$ cat src/assert_macros.svh
// Assertion helpers for the RTL.
`ifndef ASSERT_MACROS_SVH
`define ASSERT_MACROS_SVH

// Same-cycle implication, checked outside reset.
`define ASSERT_IMPL(label, clk, rst_n, pre, post, msg) \
    label: assert property (@(posedge clk) disable iff (!(rst_n)) (pre) |-> (post)) \
        else $error(msg);

// Next-cycle implication, checked outside reset.
`define ASSERT_NEXT(label, clk, rst_n, pre, post, msg) \
    label: assert property (@(posedge clk) disable iff (!(rst_n)) (pre) |=> (post)) \
        else $error(msg);

`endif

$ cat src/jse_pkg.sv
package jse_pkg;

    localparam int unsigned BYTE_W  = 8;
    localparam int unsigned RUN_MAX = 6;
    localparam int unsigned LEN_W   = 3;
    localparam int unsigned CNT_W   = 32;
    localparam int unsigned LIM_W   = 31;
    localparam int unsigned OP_W    = 3;

    localparam logic [OP_W-1:0] OP_OPEN  = 3'd0;
    localparam logic [OP_W-1:0] OP_BYTE  = 3'd1;
    localparam logic [OP_W-1:0] OP_CLOSE = 3'd2;
    localparam logic [OP_W-1:0] OP_NULL  = 3'd3;
    localparam logic [OP_W-1:0] OP_CLEAR = 3'd4;

    localparam logic [BYTE_W-1:0] CH_QUOTE  = 8'h22;
    localparam logic [BYTE_W-1:0] CH_BSLASH = 8'h5C;
    localparam logic [BYTE_W-1:0] CH_ZERO   = 8'h30;
    localparam logic [BYTE_W-1:0] CH_LOWER_A_M10 = 8'h57; // 'a' - 10
    localparam logic [BYTE_W-1:0] CTRL_BOUND = 8'h20;

    localparam logic [LIM_W-1:0] LIMIT_RESET = 31'h7FFF_FFFF;

    // Escaped run of one input transaction; byte 0 goes out first.
    typedef struct packed {
        logic [RUN_MAX-1:0][BYTE_W-1:0] bytes;
        logic [LEN_W-1:0]               len;
        logic                           clr;
    } t_run;

    // Strobes from the run stage to the byte budget.
    typedef struct packed {
        logic count;
        logic clear;
    } t_bud_ctl;

    function automatic logic [BYTE_W-1:0] hex_digit(input logic [3:0] nib);
        if (nib < 4'd10) begin
            hex_digit = CH_ZERO + {4'd0, nib};
        end else begin
            hex_digit = CH_LOWER_A_M10 + {4'd0, nib};
        end
    endfunction

endpackage

$ cat src/jse_expand.sv
module jse_expand import jse_pkg::*; (
    input  logic [OP_W-1:0]   i_opcode,
    input  logic [BYTE_W-1:0] i_data_byte,
    output t_run              o_run
);

    always_comb begin
        o_run = '0;
        unique case (i_opcode)
            OP_OPEN, OP_CLOSE: begin
                o_run.bytes[0] = CH_QUOTE;
                o_run.len      = 3'd1;
            end
            OP_NULL: begin
                o_run.bytes[0] = 8'h6E; // n
                o_run.bytes[1] = 8'h75; // u
                o_run.bytes[2] = 8'h6C; // l
                o_run.bytes[3] = 8'h6C; // l
                o_run.len      = 3'd4;
            end
            OP_CLEAR: begin
                o_run.clr = 1'b1;
            end
            OP_BYTE: begin
                priority if (i_data_byte == CH_QUOTE || i_data_byte == CH_BSLASH) begin
                    o_run.bytes[0] = CH_BSLASH;
                    o_run.bytes[1] = i_data_byte;
                    o_run.len      = 3'd2;
                end else if (i_data_byte < CTRL_BOUND) begin
                    o_run.bytes[0] = CH_BSLASH;
                    o_run.len      = 3'd2;
                    unique case (i_data_byte)
                        8'h08: o_run.bytes[1] = 8'h62; // b
                        8'h09: o_run.bytes[1] = 8'h74; // t
                        8'h0A: o_run.bytes[1] = 8'h6E; // n
                        8'h0C: o_run.bytes[1] = 8'h66; // f
                        8'h0D: o_run.bytes[1] = 8'h72; // r
                        default: begin
                            o_run.bytes[1] = 8'h75; // u
                            o_run.bytes[2] = CH_ZERO;
                            o_run.bytes[3] = CH_ZERO;
                            o_run.bytes[4] = hex_digit(i_data_byte[7:4]);
                            o_run.bytes[5] = hex_digit(i_data_byte[3:0]);
                            o_run.len      = 3'd6;
                        end
                    endcase
                end else begin
                    o_run.bytes[0] = i_data_byte;
                    o_run.len      = 3'd1;
                end
            end
            default: begin
                // unused opcodes: empty run, no effect
                o_run = '0;
            end
        endcase
    end

endmodule

$ cat src/jse_budget.sv
module jse_budget import jse_pkg::*; (
    input  logic             i_clk,
    input  logic             i_rst_n,
    input  t_bud_ctl         i_ctl,
    input  logic             i_cfg_we,
    input  logic [LIM_W-1:0] i_cfg_data,
    output logic             o_flag_next,
    output logic             o_flag
);

    logic [CNT_W-1:0] r_used;
    logic [CNT_W-1:0] n_used;
    logic             r_flag;
    logic [LIM_W-1:0] r_limit;

    // saturating increment, flag tested after the byte is counted
    assign n_used      = (r_used == {CNT_W{1'b1}}) ? r_used : r_used + 32'd1;
    assign o_flag_next = r_flag | (n_used > {1'b0, r_limit});
    assign o_flag      = r_flag;

    always_ff @(posedge i_clk) begin
        if (!i_rst_n) begin
            r_used  <= '0;
            r_flag  <= 1'b0;
            r_limit <= LIMIT_RESET;
        end else begin
            if (i_cfg_we) begin
                r_limit <= i_cfg_data;
            end
            if (i_ctl.clear) begin
                r_used <= '0;
                r_flag <= 1'b0;
            end else if (i_ctl.count) begin
                r_used <= n_used;
                r_flag <= o_flag_next;
            end
        end
    end

endmodule

$ cat src/json_string_escaper_with_budget_unit.sv
// Path: an accepted transaction enters the run register, and its first byte passes through
// the output register to o_out_valid. Throughput: one input transaction per cycle when each
// yields one byte and the output does not stall; a transaction that yields more bytes holds
// the input while the single run register drains one byte a cycle, as the output allows.
// Clear and unused opcodes emit nothing.
// Reset (synchronous, active low): empties both stages, zeroes count and flag, limit to max.
`include "assert_macros.svh"

module json_string_escaper_with_budget_unit import jse_pkg::*; (
    input  logic              i_clk,
    input  logic              i_rst_n,
    // input channel
    input  logic              i_in_valid,
    output logic              o_in_ready,
    input  logic [OP_W-1:0]   i_opcode,
    input  logic [BYTE_W-1:0] i_data_byte,
    // output channel
    output logic              o_out_valid,
    input  logic              i_out_ready,
    output logic [BYTE_W-1:0] o_out_byte,
    output logic              o_last_of_run,
    output logic              o_over_limit,
    // configuration
    input  logic              i_cfg_we,
    input  logic [LIM_W-1:0]  i_cfg_data
);

    // Expand the incoming transaction into its escaped run.
    t_run run_in;

    jse_expand u_expand (
        .i_opcode    (i_opcode),
        .i_data_byte (i_data_byte),
        .o_run       (run_in)
    );

    // Run stage: holds the run of one transaction and the index of the next byte.
    logic             r_a_valid;
    t_run             r_a_run;
    logic [LEN_W-1:0] r_a_idx;

    // Output stage: one byte waiting for the consumer.
    logic              r_b_valid;
    logic [BYTE_W-1:0] r_b_byte;
    logic              r_b_last;
    logic              r_b_over;

    logic     in_fire;
    logic     a_move;      // a byte moves from run stage to output stage
    logic     a_idx_last;  // current index is the last byte of the run
    logic     a_done;      // run stage frees up at this edge
    logic     a_empty_run; // run stage holds a clear or an ignored opcode
    t_bud_ctl bud_ctl;
    logic     flag_next;
    logic     flag_q;

    assign in_fire     = i_in_valid && o_in_ready;
    assign a_empty_run = r_a_valid && (r_a_run.len == '0);
    assign a_idx_last  = (LEN_W'(r_a_idx + 3'd1) == r_a_run.len);
    // Advance a byte when the output register is free or being drained.
    assign a_move      = r_a_valid && (r_a_run.len != '0) && (!r_b_valid || i_out_ready);
    assign a_done      = a_empty_run || (a_move && a_idx_last);
    // Take a new transaction as soon as the run stage empties this cycle.
    assign o_in_ready  = !r_a_valid || a_done;

    assign bud_ctl.count = a_move;
    assign bud_ctl.clear = a_empty_run && r_a_run.clr;

    jse_budget u_budget (
        .i_clk       (i_clk),
        .i_rst_n     (i_rst_n),
        .i_ctl       (bud_ctl),
        .i_cfg_we    (i_cfg_we),
        .i_cfg_data  (i_cfg_data),
        .o_flag_next (flag_next),
        .o_flag      (flag_q)
    );

    always_ff @(posedge i_clk) begin
        if (!i_rst_n) begin
            r_a_valid <= 1'b0;
            r_a_idx   <= '0;
        end else begin
            if (in_fire) begin
                r_a_valid <= 1'b1;
                r_a_idx   <= '0;
            end else if (a_done) begin
                r_a_valid <= 1'b0;
            end else if (a_move) begin
                r_a_idx   <= LEN_W'(r_a_idx + 3'd1);
            end
        end
    end

    // payload of the run stage needs no reset
    always_ff @(posedge i_clk) begin
        if (in_fire) begin
            r_a_run <= run_in;
        end
    end

    always_ff @(posedge i_clk) begin
        if (!i_rst_n) begin
            r_b_valid <= 1'b0;
        end else if (a_move) begin
            r_b_valid <= 1'b1;
        end else if (i_out_ready) begin
            r_b_valid <= 1'b0;
        end
    end

    always_ff @(posedge i_clk) begin
        if (a_move) begin
            r_b_byte <= r_a_run.bytes[r_a_idx];
            r_b_last <= a_idx_last;
            r_b_over <= flag_next;
        end
    end

    assign o_out_valid   = r_b_valid;
    assign o_out_byte    = r_b_byte;
    assign o_last_of_run = r_b_last;
    assign o_over_limit  = r_b_over;

    // Never overwrite a byte the consumer has not taken.
    `ASSERT_IMPL(a_no_overrun, i_clk, i_rst_n, r_b_valid && !i_out_ready, !a_move,
        "byte moved into a stalled output register")
    // The byte index stays inside the run.
    `ASSERT_IMPL(a_idx_in_run, i_clk, i_rst_n, r_a_valid && (r_a_run.len != '0),
        r_a_idx < r_a_run.len, "run index past end of run")
    // The overflow flag is sticky until a clear.
    `ASSERT_NEXT(a_flag_sticky, i_clk, i_rst_n, flag_q && !bud_ctl.clear, flag_q,
        "overflow flag dropped without clear")
    // The run stage cannot be counting and clearing at once.
    `ASSERT_IMPL(a_count_xor_clear, i_clk, i_rst_n, bud_ctl.clear, !bud_ctl.count,
        "count and clear in the same cycle")

endmodule
$ cat config.mk
export PLATFORM = sky130hd
export DESIGN_NAME = json_string_escaper_with_budget_unit
export DESIGN_NICKNAME = d
export VERILOG_FILES = /design/src/jse_pkg.sv /design/src/jse_expand.sv /design/src/jse_budget.sv /design/src/json_string_escaper_with_budget_unit.sv
export VERILOG_INCLUDE_DIRS = /design/src /design/src/src
export SDC_FILE = /design/constraint.sdc
export NUM_CORES = 1
export LEC_CHECK = 0
export BUFFER_PORTS_ARGS = -buffer_cell sky130_fd_sc_hd__buf_2
export CORE_MARGIN = 5
export CORE_UTILIZATION = 52
export CTS_CLUSTER_DIAMETER = 50
export DETAILED_ROUTE_END_ITERATION = 12
export PLACE_DENSITY = 0.71
export RECOVER_POWER = 100
export SLEW_MARGIN = 10
export SYNTH_ARGS = -nofsm -noshare
export SYNTH_HDL_FRONTEND = slang
export SYNTH_SLANG_ARGS = --single-unit
$ cat constraint.sdc
create_clock -name i_clk -period 7.2 [get_ports i_clk]
set_input_delay 0.36 -clock i_clk [delete_from_list [all_inputs] [get_ports i_clk]]
set_output_delay 0.36 -clock i_clk [all_outputs]
set_load 0.05 [all_outputs]
==> results_dict.tcl <==
set metrics [dict create \
    status "finished, violations left" \
    violations "capacitance limit, slew limit" \
    grt_busiest_layer "met2" \
    grt_overflow 0 \
    synth_top_area_cell "edfxtp_1" \
    cts_buffers 17 \
    reg2reg_from "u_budget.r_used[20]$_SDFFE_PP0P_" \
    die-width_um 121.9 \
    p_leak_nw 3.095 \
    setup_tns_ns 0 \
    relSlewSlack_pct -52.85 \
    setup_viol 0 \
    syn_area_um2 6514 \
    seq_area_frac_synth_pct 42.87 \
    startpoint "u_budget.r_used[20]$_SDFFE_PP0P_" \
    antenna_found_initial 0 \
    crit_path_start_kind "flip-flop" \
    rows 40 \
    grt_use_met1_pct 25.06 \
    place_ws_ns 2.819 \
    ys_types 55 \
    critPathArrivalTime_ns 4.54 \
    yosys-top-cells-count "69 x dfxtp_1, 66 x nand2_1, 52 x inv_1" \
    core-area_um2 12160 \
    maxSlewViolCount 111 \
    ys.flop_type "dfxtp_1" \
    hold_buffers 0 \
    avgSynthCellArea_um2 9.226 \
    dp.cells 901 \
    worst_slew_pin_slew_ns 2.293 \
    drive_gt1_share_pct 11.76 \
    grt_use_met2_pct 34.91 \
    hp-start "i_cfg_data[4]" \
    fin_cells 933 \
    ys_ff_latch 116 \
    clk_latency_ns 0.42 \
    grt_max_degree 62 \
    end_kind "flip-flop" \
    postSynth.asyncResetShare_pct 0 \
    die_h_um 121.9 \
    drc 0 \
    wire_per_inst_um 15.61 \
    drt-initial-drc-count 303 \
    hp-class "input pin to flip-flop" \
    finalCritPeriodShare_pct 61.05 \
    crit_type "flip-flop to flip-flop" \
    clk_pin_slew_worst_paths_ns 0.06 \
    num_antenna_cells 0 \
    hold_viol 0 \
    vias_per_cell 5.653 \
    gp_congestion 0.9380 \
    grt_pass1_vias 5264 \
    fin_nets 838 \
    vdd_drop_max_mv 0.1904 \
    netlist.area_leader.share_pct 21.67 \
    area_growth_pct 14.21 \
    post-cts-setup-buffers 0 \
    die_area_um2 14860 \
    met3_usage_pct 5.896 \
    dr_total_vias 5274 \
    final.min_clock_period_ns 4.396 \
    ios 59 \
    cts_tree "done" \
    max-cap-violations 3 \
    htreeDepth 4 \
    ctsLongestPathBuffers 2 \
    p_per_area_nw_per_um2 226.2 \
    grtUsageTotal_pct 20.71 \
    initial_utilization_pct 53.56 \
    yosys-top-cells-area "edfxtp_1 22%, dfxtp_1 21%, ha_1 7.5%" \
    synthCells 706 \
    totalWireLength_um 14560 \
    cp_max_fo 10 \
    fmax_mhz 227.5 \
    synth_edf_count 47 \
    port_buffers 58 \
    grt_pass1_wl_um 24410 \
    finalWorstSetupSlack_ns 2.804 \
    antenna_left 0 \
    cts.repair.resized 0 \
    dr.pass1.iters 5 \
    clock-root-buffer "clkbuf_16" \
    clock-sinks 116 \
    fin_skew_ns 0.006385 \
    rsz0062_at_grt "no" \
    synth.most_common_cell "dfxtp_1" \
    cp.required_ns 7.34 \
    place_hpwl_um 10270 \
    yosysWarnings 0 \
]
-- power by group --
part	switching (mW)	leakage [nW]	internal [mW]	total (mW)
clock	0.301	0.259	0.506	0.807
combinational	0.0929	1.81	0.0491	0.142
sequential	0.0134	1.03	0.721	0.734
total	0.407	3.09	1.28	1.68
-- registers in the layout, summed over array words and instances, names as in the netlist --
| name | count |
|---|---|
| o_last_of_run | 1 |
| o_out_valid | 1 |
| u_budget.r_limit | 31 |
| r_a_idx | 3 |
| r_a_valid | 1 |
| o_over_limit | 1 |
| o_out_byte | 8 |
| u_budget.r_used | 32 |
| u_budget.o_flag | 1 |
| r_a_run | 37 |
-- worst max-delay path, stage by stage (launching register included) --
cell and delay [ns]:
dfxtp_1 0.42, nand4_1 0.31, nor4_1 1.37, nand3_1 0.30, nor2_1 0.21, xor2_1 0.10
ha_1 0.28, nand3_1 0.11, or4_1 0.59, nor2b_1 0.16, a32o_1 0.17, nand4_1 0.10
-- routing by layer --
layer / share of wire (%) / vias to the layer above
met4: 2.0 / 0
met3: 5.0 / 20
li1: - / 2634
met1: 44 / 2483
met5: 0 / -
met2: 49 / 137
-- layout by cell type (no fill, tap or decap), drive strengths merged, types with 4 or more instances in the layout --
master / count
or3: 15
a21oi: 51
mux4: 5
or4: 14
nor2: 50
nand2b: 11
a21o: 4
conb: 5
o21a: 5
nor4: 7
nor3b: 5
inv: 52
edfxtp: 47
nand2: 66
nand3: 20
a211oi: 9
clkbuf: 36
clkinv: 5
nand4: 19
ha: 39
xor2: 25
buf: 44
clkinvlp: 6
o211ai: 32
mux2i: 6
o21ai: 20
xnor2: 21
nor3: 18
o31ai: 15
nor2b: 6
or2: 4
dfxtp: 69
-- stage by stage --
| stage | util [%] | total power, mW | hold slack [ns] | instance area, um^2 |
|---|---|---|---|---|
| 4_1_cts | 61.53 | 1.700 | 0.1437 | 7483 |
| 3_5_place_dp | 56.85 | 0.8900 | 0.4809 | 6914 |
| 2_1_floorplan | - | 0.8458 | 0.4484 | 6529 |
| 3_3_place_gp | 56.85 | 0.8849 | 0.4742 | 6914 |
| 5_1_grt | 61.17 | 1.750 | 0.1565 | 7440 |
| 6_report | 61.17 | 1.683 | 0.1592 | 7440 |
-- final timing paths --
kind                            slack, ns  depth (start not counted)                           endpoint
worst max-delay path                 2.80                         11             o_over_limit$_DFFE_PP_
worst min-delay path                 0.16                          3   u_budget.r_limit[4]$_SDFFE_PN1P_
worst max register to register       2.80                         11             o_over_limit$_DFFE_PP_
worst min register to register       0.48                          2  u_budget.r_limit[18]$_SDFFE_PN1P_
-- logic make-up after synthesis --
kind of cell	after synthesis	synth area share (%)
other	1	0.05757
AO/OA/AOI/OAI	149	14.58
buffers and inverters	90	5.321
adder cells (fa/ha/maj)	39	7.491
multiplexers	12	2.824
XOR/XNOR	47	6.550
AND/OR/NAND/NOR	252	20.30
flip-flops	116	42.87
-- cell type report --
| type | instances | area, um^2 |
|---|---|---|
| multi-input cells | 504 | 3383 |
| flip-flops and latches | 116 | 2793 |
| well taps | 168 | 210.2 |
| inverters | 52 | 195.2 |
| fillers | 1069 | 4722 |
| clock buffers | 19 | 432.9 |
| clock inverters | 13 | 136.4 |
| repair buffers | 61 | 289.0 |
Power figures use the tool's default switching activity.
